--- src/design/gtlt_pkg.sv ---
// Shared types and constants for the GNSS takeoff latch timer.
// No dependencies; gtlt_detect and the top level refer to it by scoped names.
`default_nettype none

package gtlt_pkg;

    localparam int CFG_IDX_W = 2;
    localparam int CFG_DATA_W = 20;

    typedef enum logic [CFG_IDX_W-1:0] {
        REG_CLIMB_RATE    = 2'd0,
        REG_CLIMB_HOLD    = 2'd1,
        REG_FREEFALL_RATE = 2'd2,
        REG_FREEFALL_HOLD = 2'd3
    } cfg_idx_t;

    localparam logic [7:0]  USABLE_FIX = 8'd3;
    localparam logic [31:0] WEEK_MS    = 32'd604800000;

    localparam logic [15:0] CLIMB_RATE_RST    = 16'd2500;
    localparam logic [19:0] CLIMB_HOLD_RST    = 20'd8000;
    localparam logic [15:0] FREEFALL_RATE_RST = 16'd10000;
    localparam logic [19:0] FREEFALL_HOLD_RST = 20'd1000;

    // floor(x / 1000) == (x * RECIP_1000) >> DIV_SHIFT for every 32-bit x.
    localparam int RECIP_W = 29;
    localparam logic [RECIP_W-1:0] RECIP_1000 = 29'd274877907;
    localparam int DIV_SHIFT = 38;
    localparam int PROD_W = 32 + RECIP_W;
    localparam int SECS_W = 23;

    typedef struct packed {
        logic [15:0] climb_rate;
        logic [19:0] climb_hold;
        logic [15:0] fall_rate;
        logic [19:0] fall_hold;
    } cfg_t;

    typedef struct packed {
        logic        tk_edge;
        logic        flight;
        logic [31:0] ms;
    } stage_t;

endpackage

`default_nettype wire

--- src/design/gtlt_if.sv ---
// Stream interfaces for GNSS samples and timer results.
// Depends on nothing; used by the top level.
`default_nettype none

interface gtlt_sample_if;
    logic               valid;
    logic               ready;
    logic               sample_present;
    logic [7:0]         fix_type;
    logic signed [31:0] vel_down_mm_s;
    logic [31:0]        time_of_week_ms;

    modport source (output valid, sample_present, fix_type, vel_down_mm_s,
                    time_of_week_ms, input ready);
    modport sink   (input valid, sample_present, fix_type, vel_down_mm_s,
                    time_of_week_ms, output ready);
endinterface

interface gtlt_result_if;
    logic        valid;
    logic        ready;
    logic        takeoff_edge;
    logic        in_flight;
    logic        elapsed_valid;
    logic [22:0] elapsed_seconds;

    modport source (output valid, takeoff_edge, in_flight, elapsed_valid,
                    elapsed_seconds, input ready);
    modport sink   (input valid, takeoff_edge, in_flight, elapsed_valid,
                    elapsed_seconds, output ready);
endinterface

`default_nettype wire

--- src/design/gtlt_detect.sv ---
// Takeoff detector: the two sustain windows, the flight latch and the time stamps.
// Depends on gtlt_pkg. Updates its state on every accepted sample beat.
`default_nettype none

module gtlt_detect (
    input  wire logic               clk,
    input  wire logic               rst_n,
    input  wire logic               en,
    input  wire gtlt_pkg::cfg_t     cfg,
    input  wire logic               present,
    input  wire logic [7:0]         fix,
    input  wire logic signed [31:0] vel,
    input  wire logic [31:0]        tow,
    output gtlt_pkg::stage_t        res
);

    logic        flight_reg, flight_next;
    logic        climb_open_reg, climb_open_next;
    logic [31:0] climb_start_reg, climb_start_next;
    logic        fall_open_reg, fall_open_next;
    logic [31:0] fall_start_reg, fall_start_next;
    logic [31:0] takeoff_reg, takeoff_next;
    logic [31:0] newest_reg, newest_next;

    logic [32:0] vel_ext;
    logic [32:0] climb_lim;
    logic        climb_cond;
    logic        fall_cond;
    logic        climb_due;
    logic        fall_due;
    logic        latch;

    assign vel_ext    = {vel[31], vel};
    assign climb_lim  = 33'd0 - {17'd0, cfg.climb_rate};
    assign climb_cond = $signed(vel_ext) <= $signed(climb_lim);
    assign fall_cond  = $signed(vel_ext) >= $signed({17'd0, cfg.fall_rate});
    assign climb_due  = (tow - climb_start_reg) >= {12'd0, cfg.climb_hold};
    assign fall_due   = (tow - fall_start_reg) >= {12'd0, cfg.fall_hold};

    always_comb
    begin
        flight_next      = flight_reg;
        climb_open_next  = climb_open_reg;
        climb_start_next = climb_start_reg;
        fall_open_next   = fall_open_reg;
        fall_start_next  = fall_start_reg;
        takeoff_next     = takeoff_reg;
        newest_next      = newest_reg;
        latch            = 1'b0;

        if (flight_reg)
        begin
            if (present)
            begin
                newest_next = tow;
            end
        end
        else if (!present || fix != gtlt_pkg::USABLE_FIX)
        begin
            climb_open_next = 1'b0;
            fall_open_next  = 1'b0;
        end
        else
        begin
            // The climb is judged first; a climb latch leaves the fall window as it was.
            if (climb_cond)
            begin
                if (!climb_open_reg)
                begin
                    climb_open_next  = 1'b1;
                    climb_start_next = tow;
                end
                else if (climb_due)
                begin
                    latch = 1'b1;
                end
            end
            else
            begin
                climb_open_next = 1'b0;
            end

            if (!latch)
            begin
                if (fall_cond)
                begin
                    if (!fall_open_reg)
                    begin
                        fall_open_next  = 1'b1;
                        fall_start_next = tow;
                    end
                    else if (fall_due)
                    begin
                        latch = 1'b1;
                    end
                end
                else
                begin
                    fall_open_next = 1'b0;
                end
            end
        end

        if (latch)
        begin
            flight_next  = 1'b1;
            takeoff_next = tow;
            newest_next  = tow;
        end
    end

    assign res.tk_edge = latch;
    assign res.flight  = flight_next;
    assign res.ms      = flight_next ? (newest_next - takeoff_next) : 32'd0;

    always_ff @(posedge clk or negedge rst_n)
    begin
        if (!rst_n)
        begin
            flight_reg      <= 1'b0;
            climb_open_reg  <= 1'b0;
            climb_start_reg <= 32'd0;
            fall_open_reg   <= 1'b0;
            fall_start_reg  <= 32'd0;
            takeoff_reg     <= 32'd0;
            newest_reg      <= 32'd0;
        end
        else if (en)
        begin
            flight_reg      <= flight_next;
            climb_open_reg  <= climb_open_next;
            climb_start_reg <= climb_start_next;
            fall_open_reg   <= fall_open_next;
            fall_start_reg  <= fall_start_next;
            takeoff_reg     <= takeoff_next;
            newest_reg      <= newest_next;
        end
    end

endmodule

`default_nettype wire

--- src/design/gnss_takeoff_latch_timer.sv ---
// Top level of the GNSS takeoff latch timer: configuration registers, detector
// and a three-stage result pipeline. Depends on gtlt_pkg, gtlt_if and gtlt_detect.
//
//   channel  | dir | handshake        | payload
//   ---------+-----+------------------+-------------------------------------------
//   sample   | in  | valid/ready      | sample_present, fix_type, vel_down_mm_s,
//            |     |                  | time_of_week_ms
//   result   | out | valid/ready      | takeoff_edge, in_flight, elapsed_valid,
//            |     |                  | elapsed_seconds
//   cfg      | in  | cfg_we           | cfg_index, cfg_data
//
// One sample beat is taken per cycle unless a result beat stalls; its result moves
// through s1, then s2 (week correction), then stage 3 (reciprocal multiply, /1000).
// The detector state updates on the accepting edge, so back-to-back beats see it.
// A stalled result beat holds the whole pipeline and drops sample.ready.
// Reset clears the detector state and loads the default register values.
`default_nettype none

module gnss_takeoff_latch_timer (
    input  wire logic                               clk,
    input  wire logic                               rst_n,
    gtlt_sample_if.sink                             sample,
    gtlt_result_if.source                           result,
    input  wire logic                               cfg_we,
    input  wire logic [gtlt_pkg::CFG_IDX_W-1:0]     cfg_index,
    input  wire logic [gtlt_pkg::CFG_DATA_W-1:0]    cfg_data
);

    gtlt_pkg::cfg_t   cfg_reg;
    gtlt_pkg::stage_t det_res;
    gtlt_pkg::stage_t s1_reg;
    gtlt_pkg::stage_t s2_reg;
    gtlt_pkg::stage_t s2_next;

    logic                        v1_reg, v2_reg, v3_reg;
    logic                        edge3_reg, flight3_reg;
    logic [gtlt_pkg::PROD_W-1:0] prod_reg;
    logic                        advance;
    logic                        accept;

    assign advance      = !v3_reg || result.ready;
    assign sample.ready = advance;
    assign accept       = sample.valid && advance;

    always_ff @(posedge clk or negedge rst_n)
    begin
        if (!rst_n)
        begin
            cfg_reg.climb_rate <= gtlt_pkg::CLIMB_RATE_RST;
            cfg_reg.climb_hold <= gtlt_pkg::CLIMB_HOLD_RST;
            cfg_reg.fall_rate  <= gtlt_pkg::FREEFALL_RATE_RST;
            cfg_reg.fall_hold  <= gtlt_pkg::FREEFALL_HOLD_RST;
        end
        else if (cfg_we)
        begin
            unique case (gtlt_pkg::cfg_idx_t'(cfg_index))
                gtlt_pkg::REG_CLIMB_RATE:    cfg_reg.climb_rate <= cfg_data[15:0];
                gtlt_pkg::REG_CLIMB_HOLD:    cfg_reg.climb_hold <= cfg_data;
                gtlt_pkg::REG_FREEFALL_RATE: cfg_reg.fall_rate  <= cfg_data[15:0];
                gtlt_pkg::REG_FREEFALL_HOLD: cfg_reg.fall_hold  <= cfg_data;
                default: ;
            endcase
        end
    end

    gtlt_detect u_detect (
        .clk     (clk),
        .rst_n   (rst_n),
        .en      (accept),
        .cfg     (cfg_reg),
        .present (sample.sample_present),
        .fix     (sample.fix_type),
        .vel     (sample.vel_down_mm_s),
        .tow     (sample.time_of_week_ms),
        .res     (det_res)
    );

    // A gap of at least one week is pushed forward by another week, modulo 2^32.
    always_comb
    begin
        s2_next = s1_reg;
        if (s1_reg.ms >= gtlt_pkg::WEEK_MS)
        begin
            s2_next.ms = s1_reg.ms + gtlt_pkg::WEEK_MS;
        end
    end

    always_ff @(posedge clk or negedge rst_n)
    begin
        if (!rst_n)
        begin
            v1_reg <= 1'b0;
            v2_reg <= 1'b0;
            v3_reg <= 1'b0;
        end
        else if (advance)
        begin
            v1_reg <= accept;
            v2_reg <= v1_reg;
            v3_reg <= v2_reg;
        end
    end

    always_ff @(posedge clk)
    begin
        if (advance)
        begin
            s1_reg      <= det_res;
            s2_reg      <= s2_next;
            edge3_reg   <= s2_reg.tk_edge;
            flight3_reg <= s2_reg.flight;
            prod_reg    <= {29'd0, s2_reg.ms} * {32'd0, gtlt_pkg::RECIP_1000};
        end
    end

    assign result.valid           = v3_reg;
    assign result.takeoff_edge    = edge3_reg;
    assign result.in_flight       = flight3_reg;
    assign result.elapsed_valid   = flight3_reg;
    assign result.elapsed_seconds =
        prod_reg[gtlt_pkg::DIV_SHIFT +: gtlt_pkg::SECS_W];

endmodule

`default_nettype wire

--- src/flat_wrapper.sv ---
// flat-port wrapper written by rule: the top's interface ports become plain ports
module gnss_takeoff_latch_timer_flat 
  (clk, rst_n, cfg_we, cfg_index, cfg_data, sample_valid, sample_sample_present, sample_fix_type, sample_vel_down_mm_s, sample_time_of_week_ms, sample_ready, result_valid, result_takeoff_edge, result_in_flight, result_elapsed_valid, result_elapsed_seconds, result_ready);
  gtlt_sample_if sample_i ();
  gtlt_result_if result_i ();
  input  wire logic clk;
  input  wire logic rst_n;
  input  wire logic cfg_we;
  input  wire logic [gtlt_pkg::CFG_IDX_W-1:0] cfg_index;
  input  wire logic [gtlt_pkg::CFG_DATA_W-1:0] cfg_data;
  input wire logic [$bits(sample_i.valid)-1:0] sample_valid;
  input wire logic [$bits(sample_i.sample_present)-1:0] sample_sample_present;
  input wire logic [$bits(sample_i.fix_type)-1:0] sample_fix_type;
  input wire logic [$bits(sample_i.vel_down_mm_s)-1:0] sample_vel_down_mm_s;
  input wire logic [$bits(sample_i.time_of_week_ms)-1:0] sample_time_of_week_ms;
  output wire logic [$bits(sample_i.ready)-1:0] sample_ready;
  output wire logic [$bits(result_i.valid)-1:0] result_valid;
  output wire logic [$bits(result_i.takeoff_edge)-1:0] result_takeoff_edge;
  output wire logic [$bits(result_i.in_flight)-1:0] result_in_flight;
  output wire logic [$bits(result_i.elapsed_valid)-1:0] result_elapsed_valid;
  output wire logic [$bits(result_i.elapsed_seconds)-1:0] result_elapsed_seconds;
  input wire logic [$bits(result_i.ready)-1:0] result_ready;
  assign sample_i.valid = sample_valid;
  assign sample_i.sample_present = sample_sample_present;
  assign sample_i.fix_type = sample_fix_type;
  assign sample_i.vel_down_mm_s = sample_vel_down_mm_s;
  assign sample_i.time_of_week_ms = sample_time_of_week_ms;
  assign sample_ready = sample_i.ready;
  assign result_valid = result_i.valid;
  assign result_takeoff_edge = result_i.takeoff_edge;
  assign result_in_flight = result_i.in_flight;
  assign result_elapsed_valid = result_i.elapsed_valid;
  assign result_elapsed_seconds = result_i.elapsed_seconds;
  assign result_i.ready = result_ready;
  gnss_takeoff_latch_timer u_core (.clk(clk), .rst_n(rst_n), .sample(sample_i), .result(result_i), .cfg_we(cfg_we), .cfg_index(cfg_index), .cfg_data(cfg_data));
endmodule
--- config.mk ---
export PLATFORM = sky130hd
export DESIGN_NAME = gnss_takeoff_latch_timer_flat
export DESIGN_NICKNAME = d
export VERILOG_FILES = /design/src/design/gtlt_pkg.sv /design/src/design/gtlt_if.sv /design/src/design/gtlt_detect.sv /design/src/design/gnss_takeoff_latch_timer.sv /design/src/flat_wrapper.sv
export SDC_FILE = /design/constraint.sdc
export NUM_CORES = 2
export LEC_CHECK = 0
export CORE_UTILIZATION = 35
export DETAILED_ROUTE_END_ITERATION = 8
export DONT_BUFFER_PORTS = 1
export PLACE_DENSITY_LB_ADDON = 0.08
export SLEW_MARGIN = 20
export SYNTH_ARGS = -nofsm -noshare
export SYNTH_HDL_FRONTEND = slang
export SYNTH_HIERARCHICAL = 1
export SYNTH_SLANG_ARGS = --single-unit
--- constraint.sdc ---
create_clock -name clk -period 8.52 [get_ports clk]
set_clock_uncertainty 0.1 [all_clocks]
set_input_delay 1.704 -clock clk [delete_from_list [all_inputs] [get_ports clk]]
set_output_delay 1.704 -clock clk [all_outputs]
set_load 0.02 [all_outputs]
==> results.md <==
- Fmax: 0.111 GHz
- Leading cell types by total area after synthesis: sky130_fd_sc_hd__ha_1 20%, sky130_fd_sc_hd__fa_1 17%, sky130_fd_sc_hd__dfrtp_1 13%, sky130_fd_sc_hd__edfxtp_1 7.8%, sky130_fd_sc_hd__inv_1 6.9%
- Starting density of the core: 35.3%
- I/O pin count: between 100 and 150
- Number of nets in the synthesized netlist: approximately 4700
- Flip-flop and latch count after synthesis: 299
- Total vias in the final route: 27500
- Kind of start point of the critical path: input port
- Share of final-layout standard cells stronger than drive strength 1: 21.6%
- Area used by multi-input combinational logic: 0.0256 mm2
- Total detailed-routing wirelength: 112 mm
- Port buffer count: 0
- Worst Slack Setup Final: -0.529 ns
- Share of the clock period used by the worst path after layout: 106%
- Post-route standard cell area excluding fillers: ~0.043 mm2
- Most used cell, CP: sky130_fd_sc_hd__a21o_1
- Worst-Margin Slew: 1.04 ns
- Routed wire length on met3: 3.49 mm
- Post-layout minimum cycle time: 9.05 ns
- Failing checks: setup timing
- Outcome: finished with violations
- Slowest cell delay on critical path: 0.44 ns
- Count of TritonRoute iterations in the first routing pass: 5
- Utilization of the core after routing: 41.9%
- Maximum number of pins on one net before global-route repair: around 210
- Cell with the largest stage delay on the worst path: sky130_fd_sc_hd__or4_4
- DR vias/cell: 5.00
- Synth unique cells: 120
- Setup total negative slack: -3.87 ns
- CORE AREA: 0.102 mm2
- Post-DRT Antenna Nets: 0
- Worst-case register-to-register setup slack: 0.10 ns
- HP Class: reg -> reg
- Diodes inserted: 0
- Number of violations reported at the end of detailed-routing iteration 0: between 1000 and 1500
- Horizontal die dimension: 322 um
- Met2 wirelength from detailed routing: 56.2 mm
- Primary flip-flop cell chosen by synthesis mapping: sky130_fd_sc_hd__dfrtp_1
- Largest fanout of any net on the critical path: 5
- CTS Sinks: 299
- Post-Place Cell Area: between 0.04 and 0.05 mm2
- Via count of the first global-routing pass: 28800
- Total global routing overflow: 0
- Detailed placement HPWL: 92.9 mm
- EDFF count, synth: 93
- Overall Global Routing Usage: 22.0%
- Layout net count: 5061
- Layout overhead on the synthesized area: 18.9%
- Number of rows created at floorplan: 117
- Avg WL per Cell: 20.4 um
- H-tree levels: 2
- CTS clk-pin slew, worst paths: 0.05 ns
- Syn Area/Cell: around 9.7 um2
- Portion of the post-synthesis area used by sequential elements: 22.2%
- Type of destination of the critical path: register
- Flip-flop count of the largest register after layout: 72
- Initial antenna violation count: 3
- Drt drc: 0
- Overall die area: 0.104 mm2
- Buffer levels on the longest clock path: 3
- Share of synthesized flip-flops with an asynchronous set or reset: 68.9%
- Final Max Tran Viols: 0
- Metal1 wirelength: 49.2 mm
- Clk_lat worst skew: 0.63 ns
- Die height: 322 um
- Path type of the worst setup path: in -> reg
- Num CTS Buffers: 42
- Most area-hungry cell type in the Yosys netlist: sky130_fd_sc_hd__ha_1
- Yosys warns: 6
- Number of failing setup endpoints in the final timing report: 11
- Max-capacitance violation count: 0
- Relative max-transition margin: between 30% and 40%
- Number of standard cells after synthesis: 3696
- RSZ-0062 raised after global routing: yes
- Last weighted congestion value of the routability-driven placer: 0.878
- Total area of sequential cells: around 0.0080 mm2
- Data arrival time of the critical path: 9.29 ns
- Wire length of the first global-routing pass: 172 mm
- Share of Yosys cell area claimed by the top area cell type: 19.6%
- Cell area after technology mapping: 0.0359 mm2
- # fillers: a little over 10000
- Root Driver: sky130_fd_sc_hd__clkbuf_16
- TritonCTS clock tree: built
- Highest routing layer actually used: met4
- Required time reported for the critical path endpoint: 8.76 ns
- Hold Fails Final Rpt: 0
[final cells by class]
class                      count  share of cell area (%)
clock buffer                  59                    2.83
inverter                     664                    5.85
timing repair buffer         453                    8.06
tap                         1368                    4.01
sequential                   299                    18.7
clock inverter                19                   0.437
multi-input combinational   2639                    60.1
[critical path: cells and delay by family]
family,cells,cell delay (ns)
AO/OA/AOI/OAI,21,4.04
multiplexers,1,0.14
AND/OR/NAND/NOR,9,1.50
XOR/XNOR,1,0.16
buffers and inverters,4,0.47
adder cells (fa/ha/maj),5,1.23
[cell usage in the layout (no fill, tap or decap), types with 22 or more instances in the layout]
cell type,Yosys,layout
sky130_fd_sc_hd__a21o_1,91,91
sky130_fd_sc_hd__edfxtp_1,93,93
sky130_fd_sc_hd__nand3_1,53,50
sky130_fd_sc_hd__nand2b_1,25,24
sky130_fd_sc_hd__o21ai_0,121,111
sky130_fd_sc_hd__xnor2_1,86,83
sky130_fd_sc_hd__clkbuf_16,0,43
sky130_fd_sc_hd__dfstp_2,22,22
sky130_fd_sc_hd__xor2_1,45,44
sky130_fd_sc_hd__nand2_1,203,194
sky130_fd_sc_hd__a211oi_1,23,23
sky130_fd_sc_hd__nor2_1,159,155
sky130_fd_sc_hd__dfrtp_1,184,184
sky130_fd_sc_hd__mux2_2,168,167
sky130_fd_sc_hd__inv_1,663,660
sky130_fd_sc_hd__nor3_1,49,45
sky130_fd_sc_hd__ha_1,561,548
sky130_fd_sc_hd__nand4_1,58,58
sky130_fd_sc_hd__and3_1,29,29
sky130_fd_sc_hd__fa_1,301,298
sky130_fd_sc_hd__a21oi_1,209,186
sky130_fd_sc_hd__o21a_1,25,25
sky130_fd_sc_hd__nor2b_1,27,24
sky130_fd_sc_hd__a21oi_2,7,27
sky130_fd_sc_hd__mux2i_1,38,34
sky130_fd_sc_hd__buf_4,7,443
[metal layers]
layer | track usage (%) | up-vias
li1 | - | 13500
met1 | 27.5 | 13400
met2 | 39.5 | 417
met3 | 2.59 | 124
met4 | 6.17 | 0
met5 | 0 | -
[kinds of logic after synthesis]
kind of cell             Yosys count  synth area share, %
adder cells (fa/ha/maj)          865                 36.4
buffers and inverters            758                 8.14
AND/OR/NAND/NOR                  741                 10.5
AO/OA/AOI/OAI                    694                 13.1
flip-flops                       299                 22.2
multiplexers                     207                 6.37
XOR/XNOR                         132                 3.24
[through the flow]
stage               setup WS [ns]  hold slack, ns  std cells
floorplan                   -1.08           0.300       3696
global placement            -1.44           0.309       5361
detailed placement          -1.51           0.307       5361
CTS                        -0.544           0.319       5500
global route                -1.02           0.323       5501
finish                     -0.529           0.317       5501
[cells in the mapped netlist (19+ instances only)]
cell type and n:
sky130_fd_sc_hd__clkbuf_1 58, sky130_fd_sc_hd__a21oi_1 209, sky130_fd_sc_hd__and3_1 29, sky130_fd_sc_hd__mux2_2 168
sky130_fd_sc_hd__a31oi_1 21, sky130_fd_sc_hd__nand2b_1 25, sky130_fd_sc_hd__o21ai_0 121, sky130_fd_sc_hd__nor4_1 19
sky130_fd_sc_hd__o21a_1 25, sky130_fd_sc_hd__mux2i_1 38, sky130_fd_sc_hd__nor3_1 49, sky130_fd_sc_hd__a21o_1 91
sky130_fd_sc_hd__dfrtp_1 184, sky130_fd_sc_hd__nand2_1 203, sky130_fd_sc_hd__nand3_1 53, sky130_fd_sc_hd__nand4_1 58
sky130_fd_sc_hd__and2_1 20, sky130_fd_sc_hd__ha_1 561, sky130_fd_sc_hd__buf_2 21, sky130_fd_sc_hd__edfxtp_1 93
sky130_fd_sc_hd__a211oi_1 23, sky130_fd_sc_hd__nor2_1 159, sky130_fd_sc_hd__nor2b_1 27, sky130_fd_sc_hd__xor2_1 45
sky130_fd_sc_hd__xnor2_1 86, sky130_fd_sc_hd__dfstp_2 22, sky130_fd_sc_hd__inv_1 663, sky130_fd_sc_hd__fa_1 301
sky130_fd_sc_hd__o21bai_1 19
[timing repair]
item | in CTS | in global routing
endpoints found under the setup margin | 14 | 23
pin swaps | 31 | 46
hold buffers | 0 | 0
setup buffers | 61 | 19
resized for setup | 32 | 57
gates cloned | 0 | 0
[path summary, 6_finish.rpt]
path	start	end	cells past startpoint
min reg2reg	u_core/s1_reg[32]$_DFFE_PN_	u_core/s2_reg[32]$_DFFE_PN_	0
max	sample_time_of_week_ms[0]	u_core/s1_reg[26]$_DFFE_PN_	41
max in group asynchronous	rst_n	u_core/cfg_reg[3]$_DFFE_PN1P_	0
max reg2reg	u_core/cfg_reg[58]$_DFFE_PN1P_	u_core/s1_reg[26]$_DFFE_PN_	38
min in group asynchronous	rst_n	u_core/v1_reg$_DFFE_PN0N_	0
min	u_core/s1_reg[32]$_DFFE_PN_	u_core/s2_reg[32]$_DFFE_PN_	0
Power is not shown: default switching activity piles up to over one toggle a cycle in this logic, so the estimate is an artifact.
